File: src/sv/i2c_display_byte_writer_defines.svh
// assertion macros for the display byte writer
// used by the top level only, expects clk and rst_n in scope
`ifndef I2C_DISPLAY_BYTE_WRITER_DEFINES_SVH
`define I2C_DISPLAY_BYTE_WRITER_DEFINES_SVH

// same-cycle implication, off during reset
`define IDBW_ASSERT_NOW(label, ante, cons) \
    label: assert property (@(posedge clk) disable iff (!rst_n) (ante) |-> (cons)) \
        else $error("idbw same-cycle check failed");

// next-cycle implication, off during reset
`define IDBW_ASSERT_NEXT(label, ante, cons) \
    label: assert property (@(posedge clk) disable iff (!rst_n) (ante) |=> (cons)) \
        else $error("idbw next-cycle check failed");

`endif

File: src/sv/idbw_pkg.sv
// shared types and constants for the display byte writer
// no dependencies
`default_nettype none

package idbw_pkg;

    localparam int QUEUE_DEPTH_DEF = 2;

    localparam logic [7:0] ADDR_RESET = 8'h78;
    localparam logic [7:0] CTRL_CMD   = 8'h00;
    localparam logic [7:0] CTRL_DATA  = 8'h40;

    // step positions inside each segment
    localparam logic [4:0] START_LAST = 5'd3;
    localparam logic [4:0] BIT_LAST   = 5'd24;
    localparam logic [4:0] ACK_HIGH   = 5'd25;
    localparam logic [4:0] STOP_LAST  = 5'd2;
    localparam logic [1:0] PHASE_LAST = 2'd2;
    localparam logic [1:0] BYTE_LAST  = 2'd2;

    typedef enum logic {
        KIND_TICK  = 1'b0,
        KIND_WRITE = 1'b1
    } item_kind_t;

    typedef struct packed {
        item_kind_t  kind;
        logic        is_data;
        logic [7:0]  payload;
    } item_t;

    typedef struct packed {
        logic clock_line;
        logic data_line;
        logic busy_res;
        logic request_taken;
    } res_t;

endpackage

`default_nettype wire

File: src/sv/idbw_fifo.sv
// small first-word-fall-through queue of packed words
// no package dependencies
`default_nettype none

module idbw_fifo #(
    parameter int WIDTH = 1,
    parameter int DEPTH = 2
) (
    input  wire logic             clk,
    input  wire logic             rst_n,
    input  wire logic             push,
    input  wire logic [WIDTH-1:0] wdata,
    output logic                  full,
    input  wire logic             pop,
    output logic      [WIDTH-1:0] rdata,
    output logic                  empty
);

    localparam int AW = (DEPTH > 1) ? $clog2(DEPTH) : 1;
    localparam int CW = $clog2(DEPTH + 1);

    logic [WIDTH-1:0] mem_reg [DEPTH];
    logic [AW-1:0]    wr_ptr_reg, wr_ptr_next;
    logic [AW-1:0]    rd_ptr_reg, rd_ptr_next;
    logic [CW-1:0]    count_reg, count_next;
    logic             do_push, do_pop;

    assign full    = (count_reg == CW'(DEPTH));
    assign empty   = (count_reg == '0);
    assign do_push = push && !full;
    assign do_pop  = pop && !empty;
    assign rdata   = mem_reg[rd_ptr_reg];

    always_comb
    begin
        wr_ptr_next = wr_ptr_reg;
        rd_ptr_next = rd_ptr_reg;
        count_next  = count_reg;
        if (do_push)
        begin
            wr_ptr_next = (wr_ptr_reg == AW'(DEPTH - 1)) ? '0 : wr_ptr_reg + 1'b1;
        end
        if (do_pop)
        begin
            rd_ptr_next = (rd_ptr_reg == AW'(DEPTH - 1)) ? '0 : rd_ptr_reg + 1'b1;
        end
        if (do_push && !do_pop)
        begin
            count_next = count_reg + 1'b1;
        end
        else if (do_pop && !do_push)
        begin
            count_next = count_reg - 1'b1;
        end
    end

    always_ff @(posedge clk or negedge rst_n)
    begin
        if (!rst_n)
        begin
            wr_ptr_reg <= '0;
            rd_ptr_reg <= '0;
            count_reg  <= '0;
        end
        else
        begin
            wr_ptr_reg <= wr_ptr_next;
            rd_ptr_reg <= rd_ptr_next;
            count_reg  <= count_next;
        end
    end

    always_ff @(posedge clk)
    begin
        if (do_push)
        begin
            mem_reg[wr_ptr_reg] <= wdata;
        end
    end

endmodule

`default_nettype wire

File: src/sv/idbw_front.sv
// front end: classifies incoming items and queues them for the pin engine
// depends on idbw_pkg and idbw_fifo
`default_nettype none

module idbw_front
    import idbw_pkg::*;
#(
    parameter int QUEUE_DEPTH = QUEUE_DEPTH_DEF
) (
    input  wire logic       clk,
    input  wire logic       rst_n,
    input  wire logic       push,
    output logic            full,
    input  wire logic       mode,
    input  wire logic       is_data,
    input  wire logic [7:0] payload,
    output logic            item_valid,
    input  wire logic       item_pop,
    output item_t           item
);

    item_t                    item_in;
    logic [$bits(item_t)-1:0] item_raw;
    logic                     q_empty;

    // tick or write request
    assign item_in = '{
        kind:    (mode ? KIND_WRITE : KIND_TICK),
        is_data: is_data,
        payload: payload
    };

    idbw_fifo #(
        .WIDTH($bits(item_t)),
        .DEPTH(QUEUE_DEPTH)
    ) u_item_q (
        .clk   (clk),
        .rst_n (rst_n),
        .push  (push),
        .wdata (item_in),
        .full  (full),
        .pop   (item_pop),
        .rdata (item_raw),
        .empty (q_empty)
    );

    assign item_valid = !q_empty;
    assign item       = item_t'(item_raw);

endmodule

`default_nettype wire

File: src/sv/idbw_engine.sv
// back end: pin sequencer playing one bus step per tick, one result per item
// depends on idbw_pkg
`default_nettype none

module idbw_engine
    import idbw_pkg::*;
(
    input  wire logic       clk,
    input  wire logic       rst_n,
    input  wire logic       cfg_write,
    input  wire logic [7:0] cfg_data,
    input  wire logic       item_valid,
    output logic            item_pop,
    input  wire item_t      item,
    input  wire logic       res_full,
    output logic            res_push,
    output res_t            res
);

    typedef enum logic [3:0] {
        ST_IDLE  = 4'b0001,
        ST_START = 4'b0010,
        ST_BYTE  = 4'b0100,
        ST_STOP  = 4'b1000
    } eng_state_t;

    eng_state_t  state_reg, state_next;
    logic [7:0]  addr_reg;
    logic [23:0] shift_reg, shift_next;
    logic [4:0]  cnt_reg, cnt_next;
    logic [1:0]  phase_reg, phase_next;
    logic [1:0]  byte_reg, byte_next;
    logic        scl_reg, scl_next;
    logic        sda_reg, sda_next;
    logic        taken;

    assign item_pop = item_valid && !res_full;
    assign res_push = item_pop;

    always_comb
    begin
        state_next = state_reg;
        shift_next = shift_reg;
        cnt_next   = cnt_reg;
        phase_next = phase_reg;
        byte_next  = byte_reg;
        scl_next   = scl_reg;
        sda_next   = sda_reg;
        taken      = 1'b0;

        if (item_pop)
        begin
            if (item.kind == KIND_WRITE)
            begin
                // dropped while a transaction is running
                if (state_reg == ST_IDLE)
                begin
                    shift_next = {addr_reg, (item.is_data ? CTRL_DATA : CTRL_CMD),
                                  item.payload};
                    state_next = ST_START;
                    cnt_next   = '0;
                    taken      = 1'b1;
                end
            end
            else
            begin
                unique case (state_reg)
                    ST_IDLE:
                    begin
                    end
                    ST_START:
                    begin
                        cnt_next = cnt_reg + 1'b1;
                        if (cnt_reg == 5'd0)
                        begin
                            scl_next = 1'b1;
                        end
                        else if (cnt_reg == 5'd1)
                        begin
                            sda_next = 1'b1;
                        end
                        else if (cnt_reg == 5'd2)
                        begin
                            sda_next = 1'b0;
                        end
                        else if (cnt_reg == START_LAST)
                        begin
                            scl_next   = 1'b0;
                            state_next = ST_BYTE;
                            cnt_next   = '0;
                            byte_next  = '0;
                        end
                    end
                    ST_BYTE:
                    begin
                        cnt_next = cnt_reg + 1'b1;
                        if (cnt_reg == 5'd0)
                        begin
                            scl_next   = 1'b0;
                            phase_next = '0;
                        end
                        else if (cnt_reg <= BIT_LAST)
                        begin
                            // data bit, clock high, clock low
                            phase_next = (phase_reg == PHASE_LAST) ? '0 : phase_reg + 1'b1;
                            if (phase_reg == 2'd0)
                            begin
                                sda_next   = shift_reg[23];
                                shift_next = {shift_reg[22:0], 1'b0};
                            end
                            else if (phase_reg == 2'd1)
                            begin
                                scl_next = 1'b1;
                            end
                            else
                            begin
                                scl_next = 1'b0;
                            end
                        end
                        else if (cnt_reg == ACK_HIGH)
                        begin
                            // dummy ack clock, sda left alone
                            scl_next = 1'b1;
                        end
                        else
                        begin
                            scl_next = 1'b0;
                            cnt_next = '0;
                            if (byte_reg == BYTE_LAST)
                            begin
                                state_next = ST_STOP;
                            end
                            else
                            begin
                                byte_next = byte_reg + 1'b1;
                            end
                        end
                    end
                    ST_STOP:
                    begin
                        cnt_next = cnt_reg + 1'b1;
                        if (cnt_reg == 5'd0)
                        begin
                            scl_next = 1'b1;
                        end
                        else if (cnt_reg == 5'd1)
                        begin
                            sda_next = 1'b0;
                        end
                        else if (cnt_reg == STOP_LAST)
                        begin
                            sda_next   = 1'b1;
                            cnt_next   = '0;
                            state_next = ST_IDLE;
                        end
                    end
                    default:
                    begin
                        state_next = ST_IDLE;
                    end
                endcase
            end
        end
    end

    assign res = '{
        clock_line:    scl_next,
        data_line:     sda_next,
        busy_res:      (state_next != ST_IDLE),
        request_taken: taken
    };

    always_ff @(posedge clk or negedge rst_n)
    begin
        if (!rst_n)
        begin
            state_reg <= ST_IDLE;
            addr_reg  <= ADDR_RESET;
            shift_reg <= '0;
            cnt_reg   <= '0;
            phase_reg <= '0;
            byte_reg  <= '0;
            scl_reg   <= 1'b1;
            sda_reg   <= 1'b1;
        end
        else
        begin
            state_reg <= state_next;
            shift_reg <= shift_next;
            cnt_reg   <= cnt_next;
            phase_reg <= phase_next;
            byte_reg  <= byte_next;
            scl_reg   <= scl_next;
            sda_reg   <= sda_next;
            if (cfg_write)
            begin
                addr_reg <= cfg_data;
            end
        end
    end

endmodule

`default_nettype wire

File: src/sv/i2c_display_byte_writer.sv
// usage:
//   input queue: drive mode/is_data/payload with push; a request is taken at a
//   clock edge with push high and full low. mode 0 is one tick of bus time,
//   mode 1 asks for a new write (address byte, control byte, payload byte).
//   result queue: while empty is low the oldest result sits on clock_line,
//   data_line, busy_res and request_taken; pop high takes it.
//   every request gives exactly one result, in order.
//   a request passes the input queue, the sequencer and the result queue, in order.
//   throughput: one request per cycle while full is low; the pin sequencer retires
//   one per cycle while the result queue has room, one bus step per tick, 88 ticks a write.
//   reset: queues empty, both bus lines high, address byte 0x78.
//   if pop stays low the result queue fills, the sequencer holds, and full
//   rises once the input queue is also full; nothing is lost.
//   cfg_write loads the address byte; it takes effect on the next write.
// depends on idbw_pkg, idbw_front, idbw_engine, idbw_fifo and the defines header
`default_nettype none

`include "i2c_display_byte_writer_defines.svh"

module i2c_display_byte_writer
    import idbw_pkg::*;
#(
    parameter int QUEUE_DEPTH = QUEUE_DEPTH_DEF
) (
    input  wire logic       clk,
    input  wire logic       rst_n,
    // configuration
    input  wire logic       cfg_write,
    input  wire logic [7:0] cfg_data,
    // request side
    input  wire logic       push,
    output logic            full,
    input  wire logic       mode,
    input  wire logic       is_data,
    input  wire logic [7:0] payload,
    // result side
    output logic            empty,
    input  wire logic       pop,
    output logic            clock_line,
    output logic            data_line,
    output logic            busy_res,
    output logic            request_taken
);

    item_t                   item;
    logic                    item_valid;
    logic                    item_pop;
    logic                    res_full;
    logic                    res_push;
    res_t                    res_in;
    logic [$bits(res_t)-1:0] res_raw;
    res_t                    res_out;

    // front: classify and queue requests
    idbw_front #(
        .QUEUE_DEPTH(QUEUE_DEPTH)
    ) u_front (
        .clk        (clk),
        .rst_n      (rst_n),
        .push       (push),
        .full       (full),
        .mode       (mode),
        .is_data    (is_data),
        .payload    (payload),
        .item_valid (item_valid),
        .item_pop   (item_pop),
        .item       (item)
    );

    // back: bus pin sequencer, one request retired per cycle while the result queue has room
    idbw_engine u_engine (
        .clk        (clk),
        .rst_n      (rst_n),
        .cfg_write  (cfg_write),
        .cfg_data   (cfg_data),
        .item_valid (item_valid),
        .item_pop   (item_pop),
        .item       (item),
        .res_full   (res_full),
        .res_push   (res_push),
        .res        (res_in)
    );

    // result queue decouples the sequencer from the consumer
    idbw_fifo #(
        .WIDTH($bits(res_t)),
        .DEPTH(QUEUE_DEPTH)
    ) u_res_q (
        .clk   (clk),
        .rst_n (rst_n),
        .push  (res_push),
        .wdata (res_in),
        .full  (res_full),
        .pop   (pop),
        .rdata (res_raw),
        .empty (empty)
    );

    assign res_out       = res_t'(res_raw);
    assign clock_line    = res_out.clock_line;
    assign data_line     = res_out.data_line;
    assign busy_res      = res_out.busy_res;
    assign request_taken = res_out.request_taken;

    // a taken write always starts a transaction
    `IDBW_ASSERT_NOW(a_taken_busy, res_push && res_in.request_taken, res_in.busy_res)
    // bus lines are released high whenever no transaction runs
    `IDBW_ASSERT_NOW(a_idle_high, res_push && !res_in.busy_res, res_in.clock_line && res_in.data_line)
    // sequencer never retires a request without room for its result
    `IDBW_ASSERT_NOW(a_room, item_pop, !res_full && item_valid)
    // a retired request shows up in the result queue next cycle
    `IDBW_ASSERT_NEXT(a_result_lands, res_push, !empty)

endmodule

`default_nettype wire
File: config.mk
export PLATFORM = sky130hd
export DESIGN_NAME = i2c_display_byte_writer
export DESIGN_NICKNAME = d
export VERILOG_FILES = /design/src/sv/idbw_pkg.sv /design/src/sv/idbw_fifo.sv /design/src/sv/idbw_front.sv /design/src/sv/idbw_engine.sv /design/src/sv/i2c_display_byte_writer.sv
export VERILOG_INCLUDE_DIRS = /design/src /design/src/sv
export SDC_FILE = /design/constraint.sdc
export NUM_CORES = 1
export LEC_CHECK = 0
export ABC_AREA = 1
export BUFFER_PORTS_ARGS = -buffer_cell sky130_fd_sc_hd__buf_2
export CAP_MARGIN = 5
export CORE_MARGIN = 5
export CORE_UTILIZATION = 50
export CTS_CLUSTER_SIZE = 24
export DETAILED_ROUTE_END_ITERATION = 8
export PLACE_DENSITY = 0.65
export SYNTH_ARGS = -nofsm -noshare
export SYNTH_HDL_FRONTEND = slang
export SYNTH_SLANG_ARGS = --single-unit
File: constraint.sdc
create_clock -name clk -period 2.4 [get_ports clk]
set_input_delay 0.36 -clock clk [delete_from_list [all_inputs] [get_ports clk]]
set_output_delay 0.36 -clock clk [all_outputs]
set_load 0.02 [all_outputs]
## After elaboration in Yosys (flattened, before gate mapping)

Memories as Yosys holds them, arrays and structs flattened.
Cells that the tools add are included.
Widths: inputs -> output; s select.

| operators by class | value |
|---|---|
| order comparisons | 1 |
| bitwise operators | 1 |
| multiply operators | 0 |
| shift-type cells | 0 |
| equality and inequality tests | 24 |
| add/subtract/negate cells | 11 |
| divide/modulo/power cells | 0 |
| multiplexer cells | 88 |
| reduce and logical (&&, ||, !) cells | 33 |

Operator list:

| kind | number |
|---|---|
| $mux 24 | 6 |
| $mux 5 | 12 |
| $mux 4 | 14 |
| $mux 1 | 35 |
| $mux 2 | 15 |
| $ne 2x2->1 const B | 8 |
| $pmux 4 s4 | 1 |
| $pmux 5 s3 | 1 |
| $reduce_bool 2->1 | 7 |
| $reduce_and 11->1 | 1 |
| $eq 5x2->1 const B | 2 |
| $logic_and 1x1->1 | 9 |
| $add 2x1->2 const B | 4 |
| $eq 2x2->1 const B | 4 |
| $logic_not 1->1 | 8 |
| $mux 7 | 1 |
| $logic_not 2->1 | 3 |
| $pmux 1 s3 | 2 |
| $reduce_and 6->1 | 1 |
| $add 5x1->5 const B | 1 |
| $eq 5x1->1 const B | 1 |
| $eq 5x5->1 const B | 1 |
| $le 5x5->1 const B | 1 |
| $logic_not 5->1 | 1 |
| other kinds (14) | 19 |

| word-level totals | value |
|---|---|
| bits in writable memories | 28 |
| output and inout port bits | 6 |
| bits in read-only memories | 0 |
| memories | 2 |
| flip-flop bits (word level) | 55 |
| latch bits | 0 |

Memory list:

| name | words | bits a word | rd ports | clocked after memory_dff | wr ports | RTL line | source |
|---|---|---|---|---|---|---|---|
| u_front.u_item_q.mem_reg | 2 | 10 | 1 | 0 | 1 | idbw_fifo.sv:22 | `logic [WIDTH-1:0] mem_reg [DEPTH];` |
| u_res_q.mem_reg | 2 | 4 | 1 | 0 | 1 | idbw_fifo.sv:22 |  |

## Longest topological paths before layout

| depth | value |
|---|---|
| depth after elaboration | 9 |
| depth in mapped cells | 13 |
| gate-level depth less buffers | 13 |

## Modules after synthesis

From an unflattened synthesis, not the netlist that was laid out.

| unflattened totals | value |
|---|---|
| cell total of the unflattened synthesis | 501 |
| area total of the unflattened synthesis | 4294.1 µm² |

By module, submodules not included:

| module | instances | cells each | area each (µm²) | sequential area each (µm²) |
|---|---|---|---|---|
| idbw_engine | 1 | 364 | 2813.9 | 1184.9 |
| idbw_fifo at u_front.u_item_q | 1 | 84 | 957.2 | 700.7 |
| idbw_fifo at u_res_q | 1 | 52 | 519.2 | 340.3 |
| idbw_front | 1 | 1 | 3.8 | 0.0 |

## Worst setup path before layout

Ideal clock, no wire load.

| timing | value |
|---|---|
| path type | register to register |
| start | reg u_engine.cnt_reg[0] |
| end | mem u_res_q.mem_reg[0][1] (netlist name), data pin |
| arrival time | 1505 ps |
| data required time | 2142 ps |
| path slack | 638 ps |
| stages on the path, launching flop included | 14 |
| cell sequence | dfrtp_1 > inv_1 > ha_1 > inv_1 > nor2_1 > nand2_4 > nand2_1 > inv_1 > nand2_1 > nand2_1 > nand2_1 > nand2_1 > nor2_1 > nand2_1 |

RTL lines:

| element | RTL line | source |
|---|---|---|
| from (decl) | idbw_engine.sv:30 | `logic [4:0] cnt_reg, cnt_next;` |
| from (signal assigned) | idbw_engine.sv:190 | `cnt_reg <= cnt_next;` |
| to (decl) | idbw_fifo.sv:22 |  |

## Worst setup path in the final report

| timing | value |
|---|---|
| start | reg u_engine.cnt_reg[0] |
| end | reg u_engine.shift_reg[2] |

| on the way | value |
|---|---|
| cells in the longest elaborated chain, start to end | 3 |
| elaborated cells on any way between the ends | 5 |
| classes of those cells | 1 x order compare; 1 x eq/ne; 3 x reduce/logical |

Ends and longest elaborated chain:

| element | RTL line | source |
|---|---|---|
| $le 5x5->1 / $logic_not 5->1 (equally long branches) | idbw_engine.sv:102, idbw_engine.sv:97 |  |
| $reduce_bool 2->1 (no line) / $ne 2x2->1 (equally long branches) | n/a |  |
| $reduce_and 6->1 (no line) (*) | n/a |  |
| to (signal assigned) | idbw_engine.sv:189 | `shift_reg <= shift_next;` |
| to (decl) | idbw_engine.sv:29 | `logic [23:0] shift_reg, shift_next;` |

Every way passes the cells marked *; elsewhere a longest branch is shown, timed or not.
A chain may end at the register's enable or synchronous reset.

==> flow_results.org <==
** Run status
- The run finished with clean final reports.

** Cells and area
- Synthesis-to-layout area growth :: 9.06%
- Non-filler cells in the finished layout :: 607
- Total number of nets in the final design :: about 530
- Ant diodes :: 0
- In the final layout, the share of cells above drive strength 1 is 0.231.
- Total area of multi-input combinational cells :: between 1500 and 2000 um2
- Most common library cell in the layout ignoring fill and taps :: sky130_fd_sc_hd__nand2_1
- Across the whole layout, storage elements account for 2230 um2.
- The register with the most flip-flops in the layout has 24 of them.
- Commonest cells after routing, fill and taps aside :: sky130_fd_sc_hd__nand2_1 (135), sky130_fd_sc_hd__dfrtp_1 (48), sky130_fd_sc_hd__inv_1 (42)
- Fill cells in the final layout number 752.

** Global routing
- Met1 track demand over resource :: 0.197
- Via count of the first global-routing pass :: 2895
- The first global-routing pass estimated 12700 um of wire.
- Met2 usage :: 0.261
- Entering global routing, the biggest net connects 36 pins.
- After global routing the overflow that remains totals 0.
- For this run, the total global-route usage over all layers was measured as 0.154.
- GRT met3 Usage :: 0.0269
- met2 is the most crowded layer.
- Initial antenna violation count :: 0

** Logic synthesis
- Net count after synthesis :: 495
- For this run, the register share of the synthesized area comes to 0.532.
- Cell area after technology mapping :: 4180 um2
- Number of instances in the synthesized netlist :: 465
- Cell type with the largest total area after synthesis :: sky130_fd_sc_hd__dfrtp_1
- After synthesis, the mean cell area works out to between 8 and 9 um2.
- In this run, distinct cell masters in the synthesized netlist total 37.
- Largest cells by area after synthesis :: sky130_fd_sc_hd__dfrtp_1 (29%), sky130_fd_sc_hd__edfxtp_1 (20%), sky130_fd_sc_hd__nand2_1 (12%)
- Yosys top cell area share :: 0.287
- In this run, synthesis inferred 28 flip-flops with an integrated enable.
- Number of flip-flops and latches in the synthesized netlist :: 83
- For this run, asynchronously set or reset flops after synthesis account for 0.663.
- Synth warnings :: 0
- Dominant synthesized flop cell :: sky130_fd_sc_hd__dfrtp_1

** Clock network
- The clock reaches the later pin of the worst-skew pair after roughly 340 ps.
- Post-CTS repair changed the size of 0 cells.
- The root buffer cell chosen for the clock tree is sky130_fd_sc_hd__clkbuf_8.
- Number of levels in the clock H-tree :: 3
- Clock buffers created by TritonCTS :: 9
- The clock passes through at most 2 buffers.
- Post-CTS clock slew at the launch and capture registers of the worst setup and hold paths :: 80 ps
- TritonCTS built the clock tree.
- For this design, the CTS-stage hold fixing added 0 buffers.
- Counting every sink on the clock net gives 83.
- Setup fix buffers added after clock tree synthesis :: 0

** Route
- Routed wire length :: 7210 um
- Total via count in the routed design :: 2952
- Vias/cell :: slightly below 5
- Number of routed nets with antenna violations :: 0
- The pre-antenna-repair detailed-routing pass consisted of 4 iterations.
- Routed wire per std cell :: 11.9 um
- After the first detailed-routing iteration, the DRC count stood at 112.
- For this run, design rule violations remaining after detail routing come to 0.

** Setup path
- Data on the critical path arrives at its endpoint at 2260 ps.
- Start-to-end type of the worst setup path :: reg2reg
- Setup slack of the worst register-to-register path :: 410 ps
- Critical path data required time :: 2670 ps
- Startpoint types :: flip-flop
- Worst setup EP type :: flip-flop
- For the worst flop-to-flop path, the logic depth is 11.
- In this run the critical register-to-register path is captured at u_engine.shift_reg[2].
- Critical path fanouts, max :: 35
- Reg2Reg Launch Point :: u_engine.cnt_reg[0]

** Die
- In this run the vertical extent of the chip is 101 um.
- The initial utilization of the core area, before any placement, comes to 0.512.
- The die covers 10300 um2.
- Area of the core :: just over 8000 um2
- Die Span X :: roughly 100 um
- Row Count :: 33
- I/O pin cnt :: 29

** Timing
- Final worst path period share :: 0.828
- Setup violations remaining at the end of the flow were counted as 0.
- Max Clock Skew :: between 10 and 15 ps
- Hold WS :: 60.4 ps
- Final count of pins violating max slew :: 0
- Highest attainable clock frequency :: between 500 and 600 MHz
- Number of endpoints with negative hold slack in the final report :: 0
- Transition time at the pin with the least slew margin :: 831 ps
- Adding up every negative setup slack in the final design gives 0 ps.
- Setup repair after global routing left no endpoint under its margin.
- Headroom to the max-slew limit came out at 0.444.
- Final Critical Period :: 1990 ps

** Place
- Including well taps, the total number of placed cells is 592.
- Once detailed placement completed, the half-perimeter wirelength came to 5300 um.
- GPL Wtd Cong :: 0.872
- Number of input and output port buffers inserted :: 28

** Pwr
- Sum of internal, switching and leakage power :: 5.74 mW
- P_leak :: 2.15 nW
- P per Cell Area :: 1260 nW/um2
- The worst-case IR drop observed on VDD is 639 uV.

** Run
- Maxcap violations :: 0

** Min path
- Worst min-delay path category :: in2async
kinds of logic after synthesis:
group	Yosys count	synth area share
and+or+nand+nor	235	0.254
DFF	83	0.532
AOI/OAI and AO/OA	69	0.104
buffers and inverters	65	0.0763
adders and majority gates	7	0.0209
xor gates and xnor gates	6	0.0126
where the power goes:
group | total [mW] | internal [mW] | switching (mW)
Sequential | 2.33 | 2.04 | 0.292
Combinational | 2.57 | 0.885 | 1.69
Clock | 0.841 | 0.367 | 0.474
Total | 5.74 | 3.29 | 2.45
Yosys cell counts, types with 5 or more instances:
cell type	number
sky130_fd_sc_hd__ha_1	7
sky130_fd_sc_hd__o21ai_1	9
sky130_fd_sc_hd__nand2_2	22
sky130_fd_sc_hd__inv_1	42
sky130_fd_sc_hd__o21ai_0	33
sky130_fd_sc_hd__o21ai_2	20
sky130_fd_sc_hd__nand2_1	135
sky130_fd_sc_hd__nor2_1	32
sky130_fd_sc_hd__edfxtp_1	28
sky130_fd_sc_hd__dfrtp_1	48
sky130_fd_sc_hd__inv_2	5
sky130_fd_sc_hd__nand3_1	26
sky130_fd_sc_hd__nand4_1	6
sky130_fd_sc_hd__dfstp_2	7
worst max path at each step:
stage	start	endpoint	slack (ps)	cells after the start
final	u_engine.cnt_reg[0]	u_engine.shift_reg[2]	410	11
after global routing	u_engine.cnt_reg[0]	u_res_q.mem_reg[0][1]	200	13
after CTS	u_engine.cnt_reg[0]	u_engine.shift_reg[2]	420	11
after detailed placement	u_engine.cnt_reg[0]	u_engine.shift_reg[2]	440	11
after global placement	u_engine.cnt_reg[1]	u_engine.shift_reg[3]	490	11
after floorplan	u_engine.cnt_reg[0]	u_res_q.mem_reg[0][1]	640	13
area by class of cell:
cell class	instances	share of cell area
inverter	52	0.0447
clock buffer	10	0.0280
multi-input combinational	317	0.359
tap	105	0.0288
timing repair buffer	35	0.0450
clock inverter	5	0.00658
sequential	83	0.488
layer usage:
metal	wire, um	part of all wire
met5	0	0
met2	3380	0.47
met4	148	0.021
met3	231	0.032
met1	3450	0.48
metrics by stage:
stage                     setup slack, ps  instance area, um2  utilization
after global placement                493                4400        0.539
after floorplan                       638                4180            -
after CTS                             424                4560        0.558
after global routing                  204                4560        0.558
after detailed placement              442                4400        0.539
final                                 413                4560        0.558
critical path, stage by stage, from the launching register on:
cell	delay, ps
sky130_fd_sc_hd__dfrtp_1	440
sky130_fd_sc_hd__inv_1	120
sky130_fd_sc_hd__ha_1	210
sky130_fd_sc_hd__inv_1	70
sky130_fd_sc_hd__nor2_1	200
sky130_fd_sc_hd__nand2_4	130
sky130_fd_sc_hd__nand4_4	110
sky130_fd_sc_hd__nand2_2	50
sky130_fd_sc_hd__nand3_2	150
sky130_fd_sc_hd__buf_12	260
sky130_fd_sc_hd__nand2_1	100
sky130_fd_sc_hd__o21ai_2	60
Power figures use the tool's default switching activity.
